File: src/design/i2r_pkg.sv
package i2r_pkg;

  localparam int unsigned DEF_PANEL_WIDTH = 16;
  localparam int unsigned DEF_COORD_BITS  = 16;

  localparam int unsigned CFG_IDX_W  = 3;
  localparam int unsigned CFG_DATA_W = 32;
  localparam int unsigned ROW_W      = 24;
  localparam int unsigned CNT_W      = 16;
  localparam int unsigned VC_W       = 5;
  localparam int unsigned ADDR_W     = 32;
  localparam int unsigned EXT_W      = 16;

  localparam logic OP_BEGIN = 1'b0;
  localparam logic OP_EMIT  = 1'b1;

  localparam logic [CFG_IDX_W-1:0] REG_ORIENT  = 3'd0;
  localparam logic [CFG_IDX_W-1:0] REG_IN_SIZE = 3'd1;
  localparam logic [CFG_IDX_W-1:0] REG_CHAN    = 3'd2;
  localparam logic [CFG_IDX_W-1:0] REG_OUT     = 3'd3;
  localparam logic [CFG_IDX_W-1:0] REG_KERNEL  = 3'd4;
  localparam logic [CFG_IDX_W-1:0] REG_PAD     = 3'd5;
  localparam logic [CFG_IDX_W-1:0] REG_SD      = 3'd6;

  localparam logic [1:0] DIV_ROW_LO = 2'd0;
  localparam logic [1:0] DIV_ROW_HI = 2'd1;
  localparam logic [1:0] DIV_COL_LO = 2'd2;
  localparam logic [1:0] DIV_COL_HI = 2'd3;

  typedef enum logic [2:0] {
    PH_VX, PH_VK, PH_HY, PH_HK, PH_BH, PH_IW, PH_IC
  } phase_e;

  typedef struct packed {
    logic       load_begin;
    logic       div_start;
    logic       div_store;
    logic [1:0] div_idx;
    logic       row_init;
    logic       ph_en;
    phase_e     ph;
    logic       out_load;
    logic       out_zero;
    logic       row_adv;
  } cmd_t;

  typedef struct packed {
    logic div_done;
    logic emit_ok;
    logic elem_valid;
    logic last_elem;
    logic out_free;
  } stat_t;

endpackage

File: src/design/i2r_div.sv
module i2r_div (
  input  logic                        clk_i,
  input  logic                        rst_ni,
  input  logic                        start_i,
  input  logic [i2r_pkg::ROW_W-1:0]   dividend_i,
  input  logic [i2r_pkg::EXT_W-1:0]   divisor_i,
  output logic                        done_o,
  output logic [i2r_pkg::ROW_W-1:0]   quot_o,
  output logic [i2r_pkg::EXT_W-1:0]   rem_o
);

  localparam int unsigned CW = $clog2(i2r_pkg::ROW_W + 1);

  logic [i2r_pkg::EXT_W:0]   rem_q;
  logic [i2r_pkg::ROW_W-1:0] quo_q;
  logic [CW-1:0]             cnt_q;
  logic                      busy_q, done_q;
  logic [i2r_pkg::EXT_W:0]   shifted;
  logic                      fits;

  assign shifted = {rem_q[i2r_pkg::EXT_W-1:0], quo_q[i2r_pkg::ROW_W-1]};
  assign fits    = shifted >= {1'b0, divisor_i};

  always_ff @(posedge clk_i or negedge rst_ni) begin
    if (!rst_ni) begin
      busy_q <= 1'b0;
      done_q <= 1'b0;
      cnt_q  <= '0;
    end else begin
      done_q <= 1'b0;
      if (start_i) begin
        busy_q <= 1'b1;
        cnt_q  <= CW'(i2r_pkg::ROW_W);
      end else if (busy_q) begin
        cnt_q <= cnt_q - 1'b1;
        if (cnt_q == CW'(1)) begin
          busy_q <= 1'b0;
          done_q <= 1'b1;
        end
      end
    end
  end

  always_ff @(posedge clk_i) begin
    if (start_i) begin
      rem_q <= '0;
      quo_q <= dividend_i;
    end else if (busy_q) begin
      rem_q <= fits ? shifted - {1'b0, divisor_i} : shifted;
      quo_q <= {quo_q[i2r_pkg::ROW_W-2:0], fits};
    end
  end

  assign done_o = done_q;
  assign quot_o = quo_q;
  assign rem_o  = rem_q[i2r_pkg::EXT_W-1:0];

endmodule

File: src/design/i2r_ctrl.sv
module i2r_ctrl (
  input  logic           clk_i,
  input  logic           rst_ni,
  input  logic           in_valid_i,
  input  logic           opcode_i,
  output logic           in_stall_o,
  input  i2r_pkg::stat_t stat_i,
  output i2r_pkg::cmd_t  cmd_o
);

  typedef enum logic [2:0] {
    S_IDLE, S_DIV_GO, S_DIV_WAIT, S_SEL, S_CALC, S_EMIT, S_ZERO, S_FIN
  } state_e;

  state_e          state_q;
  logic [1:0]      idx_q;
  i2r_pkg::phase_e ph_q;
  logic            accept;

  assign in_stall_o = state_q != S_IDLE;
  assign accept     = in_valid_i && state_q == S_IDLE;

  always_comb begin
    cmd_o            = '0;
    cmd_o.div_idx    = idx_q;
    cmd_o.ph         = ph_q;
    cmd_o.load_begin = accept && opcode_i == i2r_pkg::OP_BEGIN;
    cmd_o.row_init   = accept && opcode_i == i2r_pkg::OP_EMIT && stat_i.emit_ok;
    cmd_o.div_start  = state_q == S_DIV_GO;
    cmd_o.div_store  = state_q == S_DIV_WAIT && stat_i.div_done;
    cmd_o.ph_en      = state_q == S_CALC;
    cmd_o.out_load   = (state_q == S_EMIT || state_q == S_ZERO) && stat_i.out_free;
    cmd_o.out_zero   = state_q == S_ZERO;
    cmd_o.row_adv    = state_q == S_FIN;
  end

  always_ff @(posedge clk_i or negedge rst_ni) begin
    if (!rst_ni) begin
      state_q <= S_IDLE;
      idx_q   <= i2r_pkg::DIV_ROW_LO;
      ph_q    <= i2r_pkg::PH_VX;
    end else begin
      case (state_q)
        S_IDLE: begin
          if (in_valid_i) begin
            if (opcode_i == i2r_pkg::OP_BEGIN) begin
              idx_q   <= i2r_pkg::DIV_ROW_LO;
              state_q <= S_DIV_GO;
            end else if (stat_i.emit_ok) begin
              state_q <= S_SEL;
            end
          end
        end
        S_DIV_GO: state_q <= S_DIV_WAIT;
        S_DIV_WAIT: begin
          if (stat_i.div_done) begin
            if (idx_q == i2r_pkg::DIV_COL_HI) begin
              state_q <= S_IDLE;
            end else begin
              idx_q   <= idx_q + 1'b1;
              state_q <= S_DIV_GO;
            end
          end
        end
        S_SEL: begin
          ph_q    <= i2r_pkg::PH_VX;
          state_q <= stat_i.elem_valid ? S_CALC : S_ZERO;
        end
        S_CALC: begin
          case (ph_q)
            i2r_pkg::PH_VX: ph_q <= i2r_pkg::PH_VK;
            i2r_pkg::PH_VK: ph_q <= i2r_pkg::PH_HY;
            i2r_pkg::PH_HY: ph_q <= i2r_pkg::PH_HK;
            i2r_pkg::PH_HK: ph_q <= i2r_pkg::PH_BH;
            i2r_pkg::PH_BH: ph_q <= i2r_pkg::PH_IW;
            i2r_pkg::PH_IW: ph_q <= i2r_pkg::PH_IC;
            default:        state_q <= S_EMIT;
          endcase
        end
        S_EMIT, S_ZERO: begin
          if (stat_i.out_free) begin
            state_q <= stat_i.last_elem ? S_FIN : S_SEL;
          end
        end
        S_FIN:   state_q <= S_IDLE;
        default: state_q <= S_IDLE;
      endcase
    end
  end

endmodule

File: src/design/i2r_dp.sv
module i2r_dp #(
  parameter int unsigned PANEL_WIDTH = i2r_pkg::DEF_PANEL_WIDTH,
  parameter int unsigned COORD_BITS  = i2r_pkg::DEF_COORD_BITS
) (
  input  logic                             clk_i,
  input  logic                             rst_ni,
  input  logic                             cfg_valid_i,
  input  logic [i2r_pkg::CFG_IDX_W-1:0]    cfg_index_i,
  input  logic [i2r_pkg::CFG_DATA_W-1:0]   cfg_data_i,
  input  logic [i2r_pkg::ROW_W-1:0]        row_start_i,
  input  logic [i2r_pkg::ROW_W-1:0]        col_start_i,
  input  logic [i2r_pkg::CNT_W-1:0]        row_count_i,
  input  logic [i2r_pkg::VC_W-1:0]         valid_cols_i,
  input  i2r_pkg::cmd_t                    cmd_i,
  output i2r_pkg::stat_t                   stat_o,
  input  logic                             out_stall_i,
  output logic                             out_valid_o,
  output logic [i2r_pkg::ADDR_W-1:0]       source_address_o,
  output logic                             zero_fill_o,
  output logic                             last_in_row_o,
  output logic                             panel_done_o
);

  localparam int unsigned CW = $clog2(PANEL_WIDTH + 1);
  localparam int unsigned EW = i2r_pkg::EXT_W;
  localparam int unsigned AW = i2r_pkg::ADDR_W;

  logic          orient_q;
  logic [31:0]   in_size_q, out_size_q, kern_q, sd_q;
  logic [15:0]   chan_q, pad_q;

  always_ff @(posedge clk_i or negedge rst_ni) begin
    if (!rst_ni) begin
      orient_q   <= 1'b0;
      in_size_q  <= '0;
      chan_q     <= 16'd1;
      out_size_q <= '0;
      kern_q     <= '0;
      pad_q      <= '0;
      sd_q       <= '0;
    end else if (cfg_valid_i) begin
      case (cfg_index_i)
        i2r_pkg::REG_ORIENT:  orient_q   <= cfg_data_i[0];
        i2r_pkg::REG_IN_SIZE: in_size_q  <= cfg_data_i;
        i2r_pkg::REG_CHAN:    chan_q     <= cfg_data_i[15:0];
        i2r_pkg::REG_OUT:     out_size_q <= cfg_data_i;
        i2r_pkg::REG_KERNEL:  kern_q     <= cfg_data_i;
        i2r_pkg::REG_PAD:     pad_q      <= cfg_data_i[15:0];
        i2r_pkg::REG_SD:      sd_q       <= cfg_data_i;
        default: ;
      endcase
    end
  end

  logic [EW-1:0] kw, kh, ow, oh, rfe, rme, cfe, cme;
  assign kw  = kern_q[15:0] == '0 ? EW'(1) : kern_q[15:0];
  assign kh  = kern_q[31:16] == '0 ? EW'(1) : kern_q[31:16];
  assign ow  = out_size_q[15:0] == '0 ? EW'(1) : out_size_q[15:0];
  assign oh  = out_size_q[31:16] == '0 ? EW'(1) : out_size_q[31:16];
  assign rfe = orient_q ? ow : kw;
  assign rme = orient_q ? oh : kh;
  assign cfe = orient_q ? kw : ow;
  assign cme = orient_q ? kh : oh;

  logic [i2r_pkg::ROW_W-1:0] row_start_q, col_start_q, tmp_q;
  logic [EW-1:0]             row_fast_q, row_mid_q, col_fast_start_q, col_mid_start_q;
  logic [COORD_BITS-1:0]     row_slow_q, col_slow_start_q;
  logic [i2r_pkg::CNT_W-1:0] rows_done_q, rows_total_q;
  logic [CW-1:0]             valid_count_q;

  logic [i2r_pkg::ROW_W-1:0] div_a, div_q;
  logic [EW-1:0]             div_b, div_r;
  logic                      div_done;

  always_comb begin
    case (cmd_i.div_idx)
      i2r_pkg::DIV_ROW_LO: begin div_a = row_start_q; div_b = rfe; end
      i2r_pkg::DIV_ROW_HI: begin div_a = tmp_q;       div_b = rme; end
      i2r_pkg::DIV_COL_LO: begin div_a = col_start_q; div_b = cfe; end
      default:             begin div_a = tmp_q;       div_b = cme; end
    endcase
  end

  i2r_div u_div (
    .clk_i      (clk_i),
    .rst_ni     (rst_ni),
    .start_i    (cmd_i.div_start),
    .dividend_i (div_a),
    .divisor_i  (div_b),
    .done_o     (div_done),
    .quot_o     (div_q),
    .rem_o      (div_r)
  );

  logic [EW-1:0]         cf_q, cm_q;
  logic [COORD_BITS-1:0] cs_q;
  logic [CW-1:0]         j_q;
  logic [AW-1:0]         acc_q, ix_q, iy_q;
  logic                  inb_q;

  logic [EW-1:0]         x, y, kx, ky;
  logic [COORD_BITS-1:0] cb, cc;
  always_comb begin
    if (orient_q) begin
      y = row_fast_q; x = row_mid_q; cb = row_slow_q;
      ky = cf_q; kx = cm_q; cc = cs_q;
    end else begin
      ky = row_fast_q; kx = row_mid_q; cc = row_slow_q;
      y = cf_q; x = cm_q; cb = cs_q;
    end
  end

  logic [AW-1:0]   mul_a, mul_b, prod;
  logic [2*AW-1:0] prod_full;
  always_comb begin
    case (cmd_i.ph)
      i2r_pkg::PH_VX: begin mul_a = AW'(sd_q[31:24]); mul_b = AW'(x); end
      i2r_pkg::PH_VK: begin mul_a = AW'(sd_q[15:8]);  mul_b = AW'(kx); end
      i2r_pkg::PH_HY: begin mul_a = AW'(sd_q[23:16]); mul_b = AW'(y); end
      i2r_pkg::PH_HK: begin mul_a = AW'(sd_q[7:0]);   mul_b = AW'(ky); end
      i2r_pkg::PH_BH: begin mul_a = AW'(cb);          mul_b = AW'(in_size_q[31:16]); end
      i2r_pkg::PH_IW: begin mul_a = acc_q + ix_q;     mul_b = AW'(in_size_q[15:0]); end
      default:        begin mul_a = acc_q + iy_q;     mul_b = AW'(chan_q); end
    endcase
  end
  assign prod_full = mul_a * mul_b;
  assign prod      = prod_full[AW-1:0];

  logic [EW:0] cf_inc, cm_inc, rf_inc, rm_inc;
  assign cf_inc = {1'b0, cf_q} + 1'b1;
  assign cm_inc = {1'b0, cm_q} + 1'b1;
  assign rf_inc = {1'b0, row_fast_q} + 1'b1;
  assign rm_inc = {1'b0, row_mid_q} + 1'b1;

  logic out_valid_q, zf_q, last_q, done_q;
  logic [AW-1:0] addr_q;
  logic [i2r_pkg::CNT_W:0] done_inc;
  assign done_inc = {1'b0, rows_done_q} + 1'b1;

  always_ff @(posedge clk_i or negedge rst_ni) begin
    if (!rst_ni) begin
      row_fast_q       <= '0;
      row_mid_q        <= '0;
      row_slow_q       <= '0;
      col_fast_start_q <= '0;
      col_mid_start_q  <= '0;
      col_slow_start_q <= '0;
      rows_done_q      <= '0;
      rows_total_q     <= '0;
      valid_count_q    <= '0;
      out_valid_q      <= 1'b0;
    end else begin
      if (cmd_i.load_begin) begin
        rows_total_q  <= row_count_i;
        rows_done_q   <= '0;
        valid_count_q <= (32'(valid_cols_i) > 32'(PANEL_WIDTH)) ? CW'(PANEL_WIDTH)
                                                                 : CW'(valid_cols_i);
      end
      if (cmd_i.div_store) begin
        case (cmd_i.div_idx)
          i2r_pkg::DIV_ROW_LO: row_fast_q <= div_r;
          i2r_pkg::DIV_ROW_HI: begin
            row_mid_q  <= div_r;
            row_slow_q <= div_q[COORD_BITS-1:0];
          end
          i2r_pkg::DIV_COL_LO: col_fast_start_q <= div_r;
          default: begin
            col_mid_start_q  <= div_r;
            col_slow_start_q <= div_q[COORD_BITS-1:0];
          end
        endcase
      end
      if (cmd_i.row_adv) begin
        rows_done_q <= rows_done_q + 1'b1;
        if (rf_inc >= {1'b0, rfe}) begin
          row_fast_q <= '0;
          if (rm_inc >= {1'b0, rme}) begin
            row_mid_q  <= '0;
            row_slow_q <= row_slow_q + 1'b1;
          end else begin
            row_mid_q <= rm_inc[EW-1:0];
          end
        end else begin
          row_fast_q <= rf_inc[EW-1:0];
        end
      end
      if (cmd_i.out_load) begin
        out_valid_q <= 1'b1;
      end else if (!out_stall_i) begin
        out_valid_q <= 1'b0;
      end
    end
  end

  always_ff @(posedge clk_i) begin
    if (cmd_i.load_begin) begin
      row_start_q <= row_start_i;
      col_start_q <= col_start_i;
    end
    if (cmd_i.div_store) begin
      tmp_q <= div_q;
    end
    if (cmd_i.row_init) begin
      cf_q <= col_fast_start_q;
      cm_q <= col_mid_start_q;
      cs_q <= col_slow_start_q;
      j_q  <= '0;
    end
    if (cmd_i.ph_en) begin
      case (cmd_i.ph)
        i2r_pkg::PH_VK: ix_q <= acc_q + prod - AW'(pad_q[15:8]);
        i2r_pkg::PH_HK: iy_q <= acc_q + prod - AW'(pad_q[7:0]);
        i2r_pkg::PH_BH: begin
          acc_q <= prod;
          inb_q <= !ix_q[AW-1] && ix_q < AW'(in_size_q[31:16])
                && !iy_q[AW-1] && iy_q < AW'(in_size_q[15:0]);
        end
        default: acc_q <= prod;
      endcase
    end
    if (cmd_i.out_load) begin
      j_q    <= j_q + 1'b1;
      addr_q <= (!cmd_i.out_zero && inb_q) ? acc_q + AW'(cc) : '0;
      zf_q   <= cmd_i.out_zero || !inb_q;
      last_q <= j_q == CW'(PANEL_WIDTH - 1);
      done_q <= done_inc == {1'b0, rows_total_q};
      if (!cmd_i.out_zero) begin
        if (cf_inc >= {1'b0, cfe}) begin
          cf_q <= '0;
          if (cm_inc >= {1'b0, cme}) begin
            cm_q <= '0;
            cs_q <= cs_q + 1'b1;
          end else begin
            cm_q <= cm_inc[EW-1:0];
          end
        end else begin
          cf_q <= cf_inc[EW-1:0];
        end
      end
    end
  end

  assign stat_o.div_done   = div_done;
  assign stat_o.emit_ok    = rows_done_q < rows_total_q;
  assign stat_o.elem_valid = j_q < valid_count_q;
  assign stat_o.last_elem  = j_q == CW'(PANEL_WIDTH - 1);
  assign stat_o.out_free   = !out_valid_q || !out_stall_i;

  assign out_valid_o      = out_valid_q;
  assign source_address_o = addr_q;
  assign zero_fill_o      = zf_q;
  assign last_in_row_o    = last_q;
  assign panel_done_o     = done_q;

endmodule

File: src/design/im2row_panel_address_generator.sv
// Generates NHWC source addresses for packing one im2row panel. A begin word's
// start row and start column are split into odometer counters by four 24-step
// divisions in one shared radix-2 divider, and no word is accepted meanwhile.
// An emit word yields PANEL_WIDTH result words, and no word is accepted until
// the row is done; the address of each column within the valid count is built
// by seven passes through one shared 32 by 32 multiplier, while each
// zero-filled column past the valid count skips them. Any output stall holds
// the row back. An emit past the panel's last row is taken and yields nothing.
// The configuration port is always ready.
module im2row_panel_address_generator #(
  parameter int unsigned PANEL_WIDTH = i2r_pkg::DEF_PANEL_WIDTH,
  parameter int unsigned COORD_BITS  = i2r_pkg::DEF_COORD_BITS
) (
  input  logic                           clk_i,
  input  logic                           rst_ni,
  input  logic                           cfg_valid_i,
  output logic                           cfg_ready_o,
  input  logic [i2r_pkg::CFG_IDX_W-1:0]  cfg_index_i,
  input  logic [i2r_pkg::CFG_DATA_W-1:0] cfg_data_i,
  input  logic                           in_valid_i,
  output logic                           in_stall_o,
  input  logic                           opcode_i,
  input  logic [i2r_pkg::ROW_W-1:0]      row_start_i,
  input  logic [i2r_pkg::ROW_W-1:0]      col_start_i,
  input  logic [i2r_pkg::CNT_W-1:0]      row_count_i,
  input  logic [i2r_pkg::VC_W-1:0]       valid_cols_i,
  output logic                           out_valid_o,
  input  logic                           out_stall_i,
  output logic [i2r_pkg::ADDR_W-1:0]     source_address_o,
  output logic                           zero_fill_o,
  output logic                           last_in_row_o,
  output logic                           panel_done_o
);

  i2r_pkg::cmd_t  cmd;
  i2r_pkg::stat_t stat;

  assign cfg_ready_o = 1'b1;

  i2r_ctrl u_ctrl (
    .clk_i      (clk_i),
    .rst_ni     (rst_ni),
    .in_valid_i (in_valid_i),
    .opcode_i   (opcode_i),
    .in_stall_o (in_stall_o),
    .stat_i     (stat),
    .cmd_o      (cmd)
  );

  i2r_dp #(
    .PANEL_WIDTH (PANEL_WIDTH),
    .COORD_BITS  (COORD_BITS)
  ) u_dp (
    .clk_i            (clk_i),
    .rst_ni           (rst_ni),
    .cfg_valid_i      (cfg_valid_i),
    .cfg_index_i      (cfg_index_i),
    .cfg_data_i       (cfg_data_i),
    .row_start_i      (row_start_i),
    .col_start_i      (col_start_i),
    .row_count_i      (row_count_i),
    .valid_cols_i     (valid_cols_i),
    .cmd_i            (cmd),
    .stat_o           (stat),
    .out_stall_i      (out_stall_i),
    .out_valid_o      (out_valid_o),
    .source_address_o (source_address_o),
    .zero_fill_o      (zero_fill_o),
    .last_in_row_o    (last_in_row_o),
    .panel_done_o     (panel_done_o)
  );

endmodule

File: config.mk
export PLATFORM = sky130hd
export DESIGN_NAME = im2row_panel_address_generator
export DESIGN_NICKNAME = d
export VERILOG_FILES = /design/src/design/i2r_pkg.sv /design/src/design/i2r_div.sv /design/src/design/i2r_ctrl.sv /design/src/design/i2r_dp.sv /design/src/design/im2row_panel_address_generator.sv
export SDC_FILE = /design/constraint.sdc
export NUM_CORES = 2
export LEC_CHECK = 0
export BUFFER_PORTS_ARGS = -buffer_cell sky130_fd_sc_hd__clkbuf_2
export CAP_MARGIN = 15
export CORE_MARGIN = 2
export CORE_UTILIZATION = 55
export DETAILED_ROUTE_END_ITERATION = 16
export PLACE_DENSITY = 0.72
export SLEW_MARGIN = 20
export SYNTH_ARGS = -nofsm -noshare
export SYNTH_HDL_FRONTEND = slang
export SYNTH_HIERARCHICAL = 1
export SYNTH_SLANG_ARGS = --single-unit
File: constraint.sdc
create_clock -name clk_i -period 14.7 [get_ports clk_i]
set_clock_uncertainty 0.1 [all_clocks]
set_input_delay 1.47 -clock clk_i [delete_from_list [all_inputs] [get_ports clk_i]]
set_output_delay 1.47 -clock clk_i [all_outputs]
set_load 0.005 [all_outputs]
==> metrics.txt <==
Post-Syn Area per Cell 9.733 um^2; Ys Warns 6; most common cell in the synthesized netlist nand2_1; Cells after Synth 5102; CP Max Fanout 33; DRT Wirelength 152600 um; Root Driver clkbuf_16; post-synth cell types 111; DR vias 39490; final setup TNS 0 ps; asr flop ratio synth 51.07%; Buffers & Inverters on Critical Path 5; VDD IR max 0.3749 mV; Synth top cells by count nand2_1, inv_1, fa_1, dfrtp_1, ha_1; Req. time, crit path 15010 ps; Slowest cell on crit path nor2_1; RSZ-0062 raised after global routing no; register area share after synthesis 32.29%; P per Cell Area 261.4 mW/mm^2; Leak 23.51 nW; top-area cell type share of the netlist area 15.57%; most frequent CP cell fa_1; Post-CTS Setup Inserts 0; largest net degree at the start of global routing 101; die width 304.5 um; Final Net Count 5871; hold depth 0; largest delay contributor family on the critical path adder cells; hold_buf cts 0; number of synthesized flops with an enable pin 233; grt ovf 0; crit start category register; # rows 110; CTS Buf Count 71; TritonCTS clock tree yes; FF+latch count, synth 607; share of layout cells above drive strength 1 13.85%; Max-Slew Margin vs Limit 28.10%; R2R setup slack 1980 ps; leading area contributor after synthesis dfrtp_1; Initial Util 55.34%; M3 GR Usage 8.831%; post-route minimum period 12720 ps; RePlAce Congestion 0.9882; Die Area 0.09271 mm^2; r2r startpoint u_ctrl/ph_q[0]; actual slew at the worst max-slew pin 1077 ps; antenna viol nets, final 0; Slew Viols, Final 0; global route hottest layer met2; Sinks on Clock Net 607; syn nets 5827; FF-to-FF End u_dp/iy_q[31]; I/O Buffers 146; DRT iter0 DRCs 5060; met1 GRT Util 47.01%; CTS resizes 0; Post-Syn Area 0.04966 mm^2; Main synth FF type dfrtp_1; worst reg-to-reg path cell count 43; Worst setup EP type register; WL/cell 23.90 um; largest cells by area after synthesis dfrtp_1, edfxtp_1, fa_1; CTS Buffer Depth 3; HP Class register to register; setup violators final 0; core area 0.08974 mm^2; P&R area growth vs syn 8.851%; DR vias/cell 6.186; Final period util 86.53%; DP HPWL 116500 um; worst hold path startpoint u_dp/u_div/quot_o[21]; DRC Markers 0; H-tree depth 3; Ports 148; All-Layer GR Usage 32.78%; first-pass GRT wire length 231700 um; crit path kind register to register; Worst Hold End u_dp/tmp_q[21]; critical path data arrival time 13030 ps; Final Hold Viols 0; DIE HEIGHT 304.5 um; status completed; Core Util, Final 60.24%; max cap viols 0; initial antenna violation count 7; max frequency 0.07862 GHz; clk_lat worst skew 660 ps; M2 GR Usage 47.54%; Clock transition at path regs 60 ps; Worst path max stage delay 770 ps; number of global-route vias before repair 38270; TritonRoute pass-1 iters 8
-- per-stage QoR --
step | setup WS [ps] | power, mW | cells | hold slack [ps] | instance area, um^2
after floorplan | 2562 | 9.441 | 5102 | 322.2 | 49660
after global placement | 2421 | 11.81 | 6249 | 327.9 | 51540
after detailed placement | 2212 | 11.92 | 6249 | 336.4 | 51540
after CTS | 2150 | 13.91 | 6381 | 352.3 | 54050
after global routing | 1432 | 15.08 | 6381 | 369.0 | 54050
final | 1980 | 14.13 | 6384 | 344.8 | 54060
-- routing by layer --
metal / vias to the layer above / part of all wire [%]
li1: 17820 / -
met1: 19320 / 43
met2: 2018 / 42
met3: 319 / 12
met4: 10 / 4.0
met5: - / 0.041
-- where the power goes --
| part | switching [mW] | internal, mW | leakage, nW | total [mW] |
|---|---|---|---|---|
| Combinational | 5.73 | 3.46 | 15.7 | 9.20 |
| Sequential | 0.483 | 2.57 | 6.63 | 3.05 |
| Clock | 0.775 | 1.11 | 1.23 | 1.88 |
| Total | 6.99 | 7.14 | 23.5 | 14.1 |
-- worst register-to-register path: cells and delay by family (launching register included) --
family,cells,cell delay [ps]
buffers and inverters,5,630
AO/OA/AOI/OAI,16,3320
flip-flops,1,400
AND/OR/NAND/NOR,7,2400
multiplexers,1,400
XOR/XNOR,4,810
adder cells (fa/ha/maj),10,4410
-- worst max path at each step --
stage                         from       endpoint  slack (ps)  depth (start not counted)
global route        u_ctrl/ph_q[0]  u_dp/iy_q[31]        1430                         43
global placement    u_ctrl/ph_q[2]  u_dp/iy_q[31]        2420                         43
CTS                 u_ctrl/ph_q[0]  u_dp/iy_q[31]        2150                         43
finish              u_ctrl/ph_q[0]  u_dp/iy_q[31]        1980                         43
floorplan           u_ctrl/ph_q[1]  u_dp/iy_q[31]        2560                         46
detailed placement  u_ctrl/ph_q[0]  u_dp/iy_q[31]        2210                         43
-- sequential cells by signal (all words and copies together) (netlist names), 24 cells and up --
| name | cells |
|---|---|
| u_dp/acc_q | 32 |
| u_dp/col_start_q | 24 |
| u_dp/in_size_q | 32 |
| u_dp/ix_q | 32 |
| u_dp/iy_q | 32 |
| u_dp/kern_q | 32 |
| u_dp/out_size_q | 32 |
| u_dp/row_start_q | 24 |
| u_dp/sd_q | 32 |
| u_dp/source_address_o | 32 |
| u_dp/tmp_q | 24 |
| u_dp/u_div/quot_o | 24 |
-- kinds of logic (layout without fill, tap and decap cells) --
family	count (synthesis)	count (layout)	share of synthesized area (%)
compound gates	954	954	12.91
other cells	1	4	0.007551
xor+xnor	276	276	4.968
mux	442	442	9.713
buf+inv	741	844	5.830
fa+ha+maj	616	616	20.20
simple gates	1465	1465	14.07
flops	607	607	32.29
-- area by class of cell --
class / instances / area, um^2
fillers: 7573 / 35680
multi-input cells: 3754 / 30900
flip-flops and latches: 607 / 16050
clock buffers: 102 / 2110
inverters: 499 / 1873
well taps: 1176 / 1471
repair buffers: 213 / 1244
clock inverters: 30 / 399.1
diodes: 3 / 7.507
-- cell usage in the layout (no fill, tap or decap), types with 67 or more instances in the layout --
cell type	synthesis	final
inv_1	495	495
a21oi_1	169	168
o21ai_0	241	240
buf_4	4	67
and2_1	68	67
edfxtp_1	233	233
nor2_1	302	296
dfrtp_1	309	303
ha_1	305	305
clkbuf_16	0	76
nor3_1	70	68
nand3_1	107	107
xor2_1	123	123
clkbuf_2	3	145
a21o_1	79	79
and3_1	79	79
nor2b_1	69	67
mux2_2	259	259
xnor2_1	149	149
mux2i_1	177	177
fa_1	310	310
nand2_1	528	528
No activity file was read; power rests on OpenSTA's default activity.
